### src/rtl/ucdp_pkg.sv
// Shared types and constants for the configuration descriptor parser.
// No dependencies; compile first after the defines header.
package ucdp_pkg;

   // Descriptor and field codes
   localparam logic [7:0] TYPE_INTERFACE = 8'h04;
   localparam logic [7:0] TYPE_ENDPOINT  = 8'h05;
   localparam logic [7:0] MSC_CLASS      = 8'h08;
   localparam logic [7:0] MSC_SUBCLASS   = 8'h06;
   localparam logic [7:0] MSC_PROTOCOL   = 8'h50;
   localparam logic [7:0] XFER_MASK      = 8'h03;
   localparam logic [7:0] XFER_BULK      = 8'h02;
   localparam logic [7:0] DIR_IN_BIT     = 8'h80;
   localparam logic [7:0] EP_NUM_MASK    = 8'h0F;

   // Byte offsets within a descriptor
   localparam logic [7:0] OFS_LENGTH   = 8'd0;
   localparam logic [7:0] OFS_TYPE     = 8'd1;
   localparam logic [7:0] OFS_EP_ADDR  = 8'd2;
   localparam logic [7:0] OFS_EP_ATTR  = 8'd3;
   localparam logic [7:0] OFS_CLASS    = 8'd5;
   localparam logic [7:0] OFS_SUBCLASS = 8'd6;
   localparam logic [7:0] OFS_PROTOCOL = 8'd7;

   localparam logic STATUS_OK          = 1'b0;
   localparam logic STATUS_UNSUPPORTED = 1'b1;

   typedef struct packed {
      logic [7:0] data_byte;
      logic       last_byte;
   } req_type;

   typedef struct packed {
      logic       status;
      logic [3:0] in_endpoint;
      logic [3:0] out_endpoint;
   } rsp_type;

   typedef struct packed {
      logic [7:0] byte_offset;
      logic [7:0] desc_length;
      logic [7:0] desc_type;
      logic       class_ok;
      logic       subclass_ok;
      logic [7:0] ep_address_byte;
      logic       msc_seen;
      logic       in_seen;
      logic       out_seen;
      logic [3:0] in_ep_number;
      logic [3:0] out_ep_number;
      logic       halted;
   } parse_state_type;

endpackage

### src/rtl/ucdp_in_stage.sv
// Input register stage of the descriptor parser.
// Depends on ucdp_pkg for the request payload type.
module ucdp_in_stage (
   input  logic             clock,
   input  logic             reset,
   input  logic             req_valid,
   output logic             req_ready,
   input  ucdp_pkg::req_type req_payload,
   input  logic             slot_free,
   output logic             advance,
   output ucdp_pkg::req_type item
);
   import ucdp_pkg::*;

   logic    valid_ff;
   logic    valid_in;
   req_type item_ff;

   // A last byte needs a free result slot; any other byte moves on at once.
   assign advance   = valid_ff && (!item_ff.last_byte || slot_free);
   assign req_ready = !valid_ff || advance;
   assign valid_in  = req_ready ? req_valid : valid_ff;
   assign item      = item_ff;

   always_ff @(posedge clock) begin
      if (reset) begin
         valid_ff <= 1'b0;
      end else begin
         valid_ff <= valid_in;
      end
   end

   always_ff @(posedge clock) begin
      if (req_valid && req_ready) begin
         item_ff <= req_payload;
      end
   end

endmodule

### src/rtl/ucdp_parse_core.sv
// Descriptor parsing state and per-byte update logic.
// Depends on ucdp_pkg for codes, offsets and the state type.
module ucdp_parse_core (
   input  logic              clock,
   input  logic              reset,
   input  logic              take,
   input  ucdp_pkg::req_type item,
   output ucdp_pkg::rsp_type result
);
   import ucdp_pkg::*;

   parse_state_type state_ff;
   parse_state_type state_in;
   parse_state_type parse_nxt;
   logic [7:0]      off_inc;
   logic [7:0]      b;

   assign b       = item.data_byte;
   assign off_inc = state_ff.byte_offset + 8'd1;

   always_comb begin
      parse_nxt = state_ff;
      if (!state_ff.halted) begin
         case (state_ff.byte_offset)
            OFS_LENGTH: begin
               parse_nxt.desc_length = b;
               if (b == 8'd0) begin
                  parse_nxt.halted = 1'b1;
               end
            end
            OFS_TYPE: begin
               parse_nxt.desc_type = b;
            end
            OFS_EP_ADDR: begin
               parse_nxt.ep_address_byte = b;
            end
            OFS_EP_ATTR: begin
               if (state_ff.desc_type == TYPE_ENDPOINT && state_ff.msc_seen &&
                   (b & XFER_MASK) == XFER_BULK) begin
                  if ((state_ff.ep_address_byte & DIR_IN_BIT) != 8'd0) begin
                     parse_nxt.in_ep_number = state_ff.ep_address_byte[3:0];
                     parse_nxt.in_seen      = 1'b1;
                  end else begin
                     parse_nxt.out_ep_number = state_ff.ep_address_byte[3:0];
                     parse_nxt.out_seen      = 1'b1;
                  end
               end
            end
            OFS_CLASS: begin
               parse_nxt.class_ok = (b == MSC_CLASS);
            end
            OFS_SUBCLASS: begin
               parse_nxt.subclass_ok = (b == MSC_SUBCLASS);
            end
            OFS_PROTOCOL: begin
               if (state_ff.desc_type == TYPE_INTERFACE && state_ff.class_ok &&
                   state_ff.subclass_ok && b == MSC_PROTOCOL) begin
                  parse_nxt.msc_seen = 1'b1;
               end
            end
            default: begin
            end
         endcase
         // Wrap to the next descriptor once the length is used up.
         if (!parse_nxt.halted) begin
            parse_nxt.byte_offset = (off_inc >= parse_nxt.desc_length) ? 8'd0 : off_inc;
         end
      end
   end

   always_comb begin
      result.status = (parse_nxt.msc_seen && parse_nxt.in_seen && parse_nxt.out_seen)
                      ? STATUS_OK : STATUS_UNSUPPORTED;
      result.in_endpoint  = parse_nxt.in_ep_number & EP_NUM_MASK[3:0];
      result.out_endpoint = parse_nxt.out_ep_number & EP_NUM_MASK[3:0];
   end

   // Clear everything after the last byte of a set.
   assign state_in = item.last_byte ? '0 : parse_nxt;

   always_ff @(posedge clock) begin
      if (reset) begin
         state_ff <= '0;
      end else if (take) begin
         state_ff <= state_in;
      end
   end

endmodule

### src/rtl/ucdp_out_stage.sv
// Result register stage of the descriptor parser.
// Depends on ucdp_pkg for the response payload type.
module ucdp_out_stage (
   input  logic              clock,
   input  logic              reset,
   input  logic              load,
   input  ucdp_pkg::rsp_type result,
   output logic              slot_free,
   output logic              rsp_valid,
   input  logic              rsp_ready,
   output ucdp_pkg::rsp_type rsp_payload
);
   import ucdp_pkg::*;

   logic    valid_ff;
   logic    valid_in;
   rsp_type rsp_ff;

   assign slot_free   = !valid_ff || rsp_ready;
   assign valid_in    = load ? 1'b1 : (rsp_ready ? 1'b0 : valid_ff);
   assign rsp_valid   = valid_ff;
   assign rsp_payload = rsp_ff;

   always_ff @(posedge clock) begin
      if (reset) begin
         valid_ff <= 1'b0;
      end else begin
         valid_ff <= valid_in;
      end
   end

   always_ff @(posedge clock) begin
      if (load) begin
         rsp_ff <= result;
      end
   end

endmodule

### src/rtl/usb_msc_config_descriptor_parser.sv
// USB mass-storage configuration descriptor parser, top level.
// Path: a transferred byte is held in the input register, then parsed into the parse state;
// a last byte also loads its result into the result register, which drives rsp_valid.
// Throughput: one byte per cycle; only a held result stalls a last byte in the input stage.
// Reset: synchronous, active high; clears both valid flags and all parse state.
// Depends on ucdp_pkg, ucdp_in_stage, ucdp_parse_core and ucdp_out_stage.
module usb_msc_config_descriptor_parser (
   input  logic              clock,
   input  logic              reset,
   input  logic              req_valid,
   output logic              req_ready,
   input  ucdp_pkg::req_type req_payload,
   output logic              rsp_valid,
   input  logic              rsp_ready,
   output ucdp_pkg::rsp_type rsp_payload
);
   import ucdp_pkg::*;

   logic    slot_free;   // result register can take a new result this cycle
   logic    advance;     // held byte moves into the parser this cycle
   req_type item;        // byte waiting in the input register
   rsp_type result;      // result as it stands after the held byte

   // Hold each transferred byte for one parse step.
   ucdp_in_stage u_in_stage (
      .clock       (clock),
      .reset       (reset),
      .req_valid   (req_valid),
      .req_ready   (req_ready),
      .req_payload (req_payload),
      .slot_free   (slot_free),
      .advance     (advance),
      .item        (item)
   );

   // Advance the descriptor walk by one byte; clear state after the last byte.
   ucdp_parse_core u_parse_core (
      .clock  (clock),
      .reset  (reset),
      .take   (advance),
      .item   (item),
      .result (result)
   );

   // Hold the result until the result transfer completes.
   ucdp_out_stage u_out_stage (
      .clock       (clock),
      .reset       (reset),
      .load        (advance && item.last_byte),
      .result      (result),
      .slot_free   (slot_free),
      .rsp_valid   (rsp_valid),
      .rsp_ready   (rsp_ready),
      .rsp_payload (rsp_payload)
   );

endmodule

### config.mk
export PLATFORM = sky130hd
export DESIGN_NAME = usb_msc_config_descriptor_parser
export DESIGN_NICKNAME = d
export VERILOG_FILES = /design/src/rtl/ucdp_pkg.sv /design/src/rtl/ucdp_in_stage.sv /design/src/rtl/ucdp_parse_core.sv /design/src/rtl/ucdp_out_stage.sv /design/src/rtl/usb_msc_config_descriptor_parser.sv
export SDC_FILE = /design/constraint.sdc
export NUM_CORES = 1
export LEC_CHECK = 0
export ABC_AREA = 1
export BUFFER_PORTS_ARGS = -buffer_cell sky130_fd_sc_hd__buf_2
export CAP_MARGIN = 20
export CORE_ASPECT_RATIO = 0.7
export CORE_UTILIZATION = 35
export DETAILED_ROUTE_END_ITERATION = 7
export SLEW_MARGIN = 15
export SYNTH_ARGS = -nofsm -noshare
export SYNTH_HDL_FRONTEND = slang
export SYNTH_HIERARCHICAL = 1
export SYNTH_SLANG_ARGS = --single-unit
### constraint.sdc
create_clock -name clock -period 2.65 [get_ports clock]
set_input_delay 0.1325 -clock clock [delete_from_list [all_inputs] [get_ports clock]]
set_output_delay 0.1325 -clock clock [all_outputs]
set_load 0.01 [all_outputs]
==> reports/results.tsv, run 1 <==
stage	metric	value	unit
run_status	status	finished, final reports clean	
clock_network	CTS H-tree lvls	3	
clock_network	clk_lat worst skew	330	ps
flow_run	max cap viols	0	
clock_network	CTS resizes	0	
clock_network	total CTS buffers	9	
setup_path	max incr delay on CP	390	ps
setup_path	Crit-path slowest cell	nor2_2	
global_routing	global route total overflow	0	
route	initial DRC count	184	
yosys	Avg Cell Area, Syn	8.247	um^2
cells_and_area	Core Util, Final	42.93	%
floorplan	chip height	83.13	um
cells_and_area	Layout area overhead	18.82	%
placement	Placement Setup Slack	184.5	ps
yosys	Synth Area in XOR/XNOR	1.331	%
route	antenna-violating nets left	0	
setup_path	critical-path cell list	inv_1 > ha_1 > nand2_1 > nor2_2 > nand2_1 > o21ai_0 > ha_1 > nand2_1 > o21bai_1 > nand2_1 > nand2_1 > nand3_2 > o22ai_1	
pwr	Clock power frac	47.1	%
floorplan	Initial Util	36.13	%
global_routing	Overall Global Routing Usage	17.35	%
setup_path	CP Capture Type	register	
route	DR WL/cell	13.61	um
route	routed wire length	7.703	mm
placement	IO buf count	23	
cells_and_area	layout cells sized above 1	17.87	%
global_routing	vias in the first global route	2765	
yosys	largest family of logic cells by synthesized area	simple AND/OR/NAND/NOR gates	
cells_and_area	final net count	462	
yosys	EDFF count, synth	18	
timing	final hold viol count	0	
timing	Setup Skew	3.512	ps
yosys	Compound-Gate Fraction of Synth Area	13.95	%
placement	placed cells	540	
worst_hold_path	Hold Crit Class	in -> reg	
setup_path	Top cell by count, worst path	nand2_1	
pwr	Comb pwr share	8.4	%
floorplan	Die ar.	0.009800	mm^2
cells_and_area	Final Non-Filler Cells	566	
timing	Final Critical Period	2439	ps
pwr	Pwr per Cell Area	594.4	mW/mm^2
clock_network	Clock Tree Buf Depth	2	
pwr	leakage	1.609	nW
yosys	Synth async-reset ratio	0	%
clock_network	Reg clk slew, reported paths	60	ps
yosys	cells after synthesis	399	
cells_and_area	antenna cells	0	
timing	final worst slack	211.3	ps
yosys	area share of and/or/nand/nor cells after synthesis	28.33	%
pwr	P_sw	0.0005817	W
setup_path	CP startpoint kind	register	
clock_network	clock sinks	63	
clock_network	post-CTS setup buffers	0	
floorplan	core area	0.009107	mm^2
yosys	Post-Syn Area	0.003291	mm^2
pwr	switching share of power	25.03	%
timing	count of final max-slew check failures	0	
setup_path	Worst Path Arrival	2680	ps
floorplan	IO Count	24	
global_routing	largest net degree at the start of global routing	35	
yosys	Syn Nets	424	
placement	Cell Area, Placed	0.003531	mm^2
floorplan	# rows	29	
timing	Setup TNS	0	ps
timing	Tightest Pin Transition	564.1	ps
timing	Worst slew margin	62.10	%
yosys	Synth Flop Type	dfxtp_1	
global_routing	initial antenna violation count	0	
yosys	Seq/Total Area, Yosys	43.80	%
pwr	register share of total power	44.5	%
yosys	YS warnings	6	
timing	Setup-failing EPs final	0	
route	vias per cell	5.002	
global_routing	first-pass GRT wire length	13.39	mm
clock_network	CTS tree	done	
yosys	Adder-Cell Fraction of Synth Area	4.563	%
timing	Peak Freq	410.1	MHz
pwr	Max VDD drop	0.3125	mV
route	DR DRC count	0	
timing	Final period util	92.03	%
setup_path	r2r setup slk	210	ps
pwr	Pint	0.001742	W
cells_and_area	post-route cell area	0.003910	mm^2
setup_path	worst-path fanout max	12	
yosys	flop and latch count out of synthesis	63	
placement	Post-DP HPWL	5.518	mm
yosys	library cells used by synthesis	40	
timing	RSZ-0062 raised after global routing	no	
route	Vias	2831	
setup_path	Crit Path Category	reg -> reg	
placement	GPL Wtd Cong	0.8154	
floorplan	Die Wd	117.9	um
yosys	proportion of synthesized area in mux cells	0	%
clock_network	CTS root buf	clkbuf_16	
route	DRT Pass-1 Iters	5	
setup_path	Worst EP required	2890	ps
[synth_stat cells (2+ instances only)]
library cell	number	area share, %
nand2_1	85	9.7
inv_1	47	5.4
dfxtp_1	45	27
a21oi_1	36	5.5
nand3_1	25	3.8
nor2_1	20	2.3
edfxtp_1	18	16
nand4_1	18	3.4
ha_1	12	4.6
o21ai_0	10	1.5
o211ai_1	7	1.6
a21oi_2	6	1.6
and2_1	6	1.1
inv_2	5	0.57
nand2_4	5	1.7
nor2_2	5	0.95
o22ai_1	5	0.95
xor2_1	5	1.3
clkbuf_1	4	0.46
buf_2	3	0.46
nand2_2	3	0.57
nor3_1	3	0.46
a21boi_0	2	0.46
and3_1	2	0.38
buf_6	2	0.68
nand3_2	2	0.61
nand3b_1	2	0.46
nor2_4	2	0.68
o31ai_1	2	0.46
o31ai_4	2	1.3
[final timing paths]
kind	from	endpoint	cells past startpoint
setup / recovery	u_parse_core/state_ff[38]	u_parse_core/state_ff[41]	13
hold / removal	rsp_ready	u_out_stage/rsp_valid	4
setup reg to reg	u_parse_core/state_ff[38]	u_parse_core/state_ff[41]	13
hold reg to reg	u_parse_core/state_ff[1]	u_parse_core/state_ff[1]	2
[worst max-delay path: cells and delay by family (launching register included)]
kind	cells	cell delay [ps]
and+or+nand+nor	7	1060
buffers and inverters	1	140
adders and majority gates	2	420
AOI/OAI and AO/OA	3	380
DFF	1	360
[layout make-up]
type | instances | area (um^2)
clock buffer | 10 | 239.0
clock inverter | 6 | 43.79
fill | 892 | 5197
inverter | 54 | 203.9
multi-input combinational | 273 | 1592
sequential | 63 | 1441
tap | 124 | 155.1
timing repair buffer | 36 | 235.2
[power by group through the flow]
stage | sequential [W] | clock [W] | combinational [W]
4_1_cts | 0.00103 | 0.00112 | 0.000192
3_3_place_gp | 0.00105 | 0 | 0.000177
5_1_grt | 0.00104 | 0.00117 | 0.000219
6_report | 0.00103 | 0.00110 | 0.000194
2_1_floorplan | 0.00105 | 0 | 0.000130
3_5_place_dp | 0.00105 | 0 | 0.000181
[metal layers]
layer	wire length [um]	global-route usage [%]
met3	490	5.357
met4	85	4.429
met1	4004	24.64
met2	3122	25.35
met5	0	0
[cell usage in the layout, fill, tap and decap left out, drive strengths merged]
| cell type | Yosys | final |
|---|---|---|
| dfxtp | 45 | 45 |
| dlygate4sd3 | 0 | 9 |
| nor3b | 1 | 1 |
| buf | 6 | 27 |
| and2 | 6 | 6 |
| o21bai | 1 | 1 |
| clkbuf | 4 | 10 |
| a21o | 1 | 1 |
| nor2 | 28 | 29 |
| a21oi | 42 | 42 |
| edfxtp | 18 | 18 |
| nand3b | 2 | 2 |
| a21boi | 2 | 2 |
| ha | 12 | 12 |
| nand4 | 19 | 19 |
| clkinv | 2 | 5 |
| nand3 | 28 | 28 |
| o22ai | 5 | 5 |
| o211ai | 7 | 7 |
| o21ai | 11 | 11 |
| and3 | 2 | 2 |
| o31ai | 4 | 4 |
| inv | 52 | 54 |
| xor2 | 5 | 5 |
| nor3 | 3 | 3 |
| nand2 | 93 | 93 |
| clkinvlp | 0 | 1 |
[flip-flops by register name, indices dropped and copies added, names as in the netlist]
| name | count |
|---|---|
| u_in_stage/item | 9 |
| u_out_stage/rsp_payload | 9 |
| u_out_stage/rsp_valid | 1 |
| u_in_stage/valid_ff | 1 |
| u_parse_core/state_ff | 43 |
[timing repair]
action                     in CTS  in global routing
hold endpoints to repair        9                  0
hold buffers                    9                  0
setup endpoints to repair       0                  8
[metrics by stage]
| stage | total power (W) | hold slack [ps] |
|---|---|---|
| finish | 0.002324 | 62.11 |
| detailed placement | 0.001235 | 310.6 |
| global route | 0.002423 | 67.17 |
| CTS | 0.002344 | 56.61 |
| global placement | 0.001230 | 309.2 |
| floorplan | 0.001181 | 194.9 |
[cells by family (layout without fill, tap and decap cells)]
logic type | count (synthesis) | in the layout
simple gates | 182 | 183
compound gates | 73 | 73
buf+inv | 64 | 106
flops | 63 | 63
fa+ha+maj | 12 | 12
xor+xnor | 5 | 5
Power figures use the tool's default switching activity.
==> run 2: changes to the inputs <==
--- a/config.mk
+++ b/config.mk
@@ -5,7 +5,6 @@
 export SDC_FILE = /design/constraint.sdc
 export NUM_CORES = 1
 export LEC_CHECK = 0
-export ABC_AREA = 1
 export BUFFER_PORTS_ARGS = -buffer_cell sky130_fd_sc_hd__buf_2
 export CAP_MARGIN = 20
 export CORE_ASPECT_RATIO = 0.7
==> run 2 against run 1 <==
Net effect: clock power grew 4%; critical path depth shrank 5; fmax shrank 4.4%; via count shrank 12%; synthesized area shrank 6.6%; global-route usage grew 0.96 points; worst hold slack lost 12 ps; clock skew grew 3.6 ps.
==> reports/results.tsv, run 2 <==
stage	metric	value	unit
run_status	status	finished, final reports clean	
flow_run	max cap viols	0	
yosys	cell accounting for the most synthesized area	dfxtp_1	
clock_network	total CTS buffers	9	
floorplan	Initial Util	36.25	%
yosys	Avg Cell Area, Syn	11.01	um^2
pwr	Pwr per Cell Area	595.5	mW/mm^2
yosys	flop and latch count out of synthesis	63	
route	DR DRC count	0	
timing	final hold viol count	0	
yosys	top-area cell type share of the netlist area	29.32	%
yosys	most frequent cell after synthesis	dfxtp_1	
setup_path	worst-path fanout max	4	
setup_path	CP startpoint kind	register	
cells_and_area	Top reg by flops	u_parse_core/state_ff	
yosys	Post-Syn Area	0.003073	mm^2
setup_path	Crit-path slowest cell	or4b_4	
yosys	YS warnings	6	
clock_network	CTS root buf	clkbuf_16	
yosys	Synth Flop Type	dfxtp_1	
timing	Worst slew margin	56.10	%
floorplan	core area	0.008478	mm^2
cells_and_area	fill count	819	
timing	Setup-failing EPs final	0	
floorplan	Die ar.	0.009165	mm^2
global_routing	largest net degree at the start of global routing	20	
setup_path	max incr delay on CP	530	ps
yosys	Seq/Total Area, Yosys	46.91	%
cells_and_area	Layout area overhead	28.79	%
setup_path	CP Capture Type	register	
global_routing	initial antenna violation count	0	
placement	IO buf count	23	
cells_and_area	layout cells sized above 1	29.74	%
route	DRT Pass-1 Iters	5	
clock_network	CTS tree	done	
cells_and_area	antenna cells	0	
cells_and_area	final net count	363	
setup_path	critical-path cell list	nor3_1 > nand2_2 > mux2i_1 > ha_1 > or4b_4 > a221oi_4 > o211ai_1 > o22ai_1	
timing	RSZ-0062 raised after global routing	yes	
clock_network	Clock Tree Buf Depth	2	
worst_hold_path	hold depth	3	
setup_path	r2r setup slk	100	ps
cells_and_area	commonest non-fill, non-tap cell in the layout	dfxtp_1	
setup_path	Reg2Reg Launch Point	u_parse_core/state_ff[44]	
yosys	Synth async-reset ratio	0	%
route	initial DRC count	142	
cells_and_area	max reg flops	43	
clock_network	clk_lat worst skew	330	ps
timing	Tightest Pin Transition	654.1	ps
setup_path	Worst Path Arrival	2810	ps
route	Vias	2487	
pwr	Max VDD drop	0.3873	mV
floorplan	# rows	28	
global_routing	first-pass GRT wire length	12.53	mm
worst_hold_path	Hold Crit Class	in -> reg	
worst_hold_path	HP Start	req_valid	
global_routing	Overall Global Routing Usage	18.32	%
global_routing	global route total overflow	0	
placement	GPL Wtd Cong	0.8679	
placement	Post-DP HPWL	5.452	mm
floorplan	Die Wd	114.0	um
yosys	commonest cells in the netlist	dfxtp_1, nand2_1, a22o_1, edfxtp_1, inv_1	
timing	Final Critical Period	2551	ps
yosys	EDFF count, synth	18	
timing	count of final max-slew check failures	0	
setup_path	Worst Reg2Reg Path Length in Cells	8	
setup_path	R2R Path End	u_parse_core/state_ff[45]	
timing	Setup Skew	7.159	ps
clock_network	Reg clk slew, reported paths	50	ps
route	DR WL/cell	16.59	um
yosys	library cells used by synthesis	61	
pwr	leakage	1.526	nW
route	antenna-violating nets left	0	
route	vias per cell	5.371	
clock_network	clock sinks	63	
yosys	Synth area leaders	dfxtp_1, edfxtp_1, a22o_1	
timing	Peak Freq	392.0	MHz
floorplan	chip height	80.40	um
route	routed wire length	7.681	mm
setup_path	Crit Path Category	reg -> reg	
floorplan	IO Count	24	
cells_and_area	Core Util, Final	46.68	%
global_routing	vias in the first global route	2348	
setup_path	Worst EP required	2910	ps
cells_and_area	most frequent cells in the layout	dfxtp_1, buf_4, buf_2	
yosys	cells after synthesis	279	
worst_hold_path	destination of the worst hold path	u_in_stage/valid_ff	
clock_network	CTS H-tree lvls	3	
timing	Final period util	96.26	%
timing	hold_ws	50.36	ps
yosys	Syn Nets	304	
run 2: cells by family after synthesis:
kind of cell	synth area share, %
AOI/OAI and AO/OA	20.07
xor gates and xnor gates	1.710
adders and majority gates	4.886
buffers and inverters	3.827
DFF	46.91
muxes	6.189
and+or+nand+nor	16.41
run 2: layer usage:
metal / routed length (um) / track usage [%]
met3: 509 / 5.962
met5: 0 / 0
met2: 3210 / 25.70
met4: 85 / 5.974
met1: 3876 / 26.11
run 2: metrics by stage:
stage	instance area [um^2]	setup TNS [ps]	instances	setup slack [ps]	power, W
6_report	3958	0	463	99.17	0.002357
5_1_grt	3958	-81.73	463	-34.56	0.002445
4_1_cts	3861	0	458	12.65	0.002369
3_3_place_gp	3470	0	433	128.0	0.001207
3_5_place_dp	3470	-14.80	433	-10.37	0.001209
2_1_floorplan	3104	0	279	26.15	0.001147
run 2: worst max-delay path, delay by kind of cell (launching register included):
kind | cells | cell delay, ps
and+or+nand+nor | 3 | 1080
adders and majority gates | 1 | 190
AOI/OAI and AO/OA | 3 | 680
DFF | 1 | 360
muxes | 1 | 180
run 2: where the power goes:
group | switching, W | internal (W)
sequential | 0.0000204 | 0.00101
clock | 0.000420 | 0.000723
combinational | 0.0000992 | 0.0000831
total | 0.000540 | 0.00182
run 2: area by class of cell:
class	instances	area, um^2	area share [%]
inverters	16	60.06	1.518
well taps	120	150.1	3.794
repair buffers	58	404.1	10.21
clock buffers	10	229.0	5.786
flip-flops and latches	63	1446	36.55
clock inverters	6	61.31	1.549
multi-input cells	190	1607	40.59
run 2: worst max-delay path by stage:
stage / end / cells after the start / startpoint / slack, ps
global placement: u_parse_core/state_ff[45] / 11 / u_parse_core/state_ff[39] / 130
detailed placement: u_parse_core/state_ff[44] / 11 / u_parse_core/state_ff[39] / -10
CTS: u_parse_core/state_ff[44] / 10 / u_parse_core/state_ff[39] / 10
floorplan: u_parse_core/state_ff[44] / 10 / u_parse_core/state_ff[38] / 30
global route: u_parse_core/state_ff[45] / 11 / u_parse_core/state_ff[39] / -30
finish: u_parse_core/state_ff[45] / 8 / u_parse_core/state_ff[44] / 100
run 2: repair_timing:
item / in CTS / in global routing
pin swaps: 0 / 9
setup buffers: 0 / 5
hold buffers: 9 / 0
endpoints found under the setup margin: 5 / 8
cloned: 0 / 0
resized for setup: 1 / 16
endpoints found under the hold margin: 9 / 0
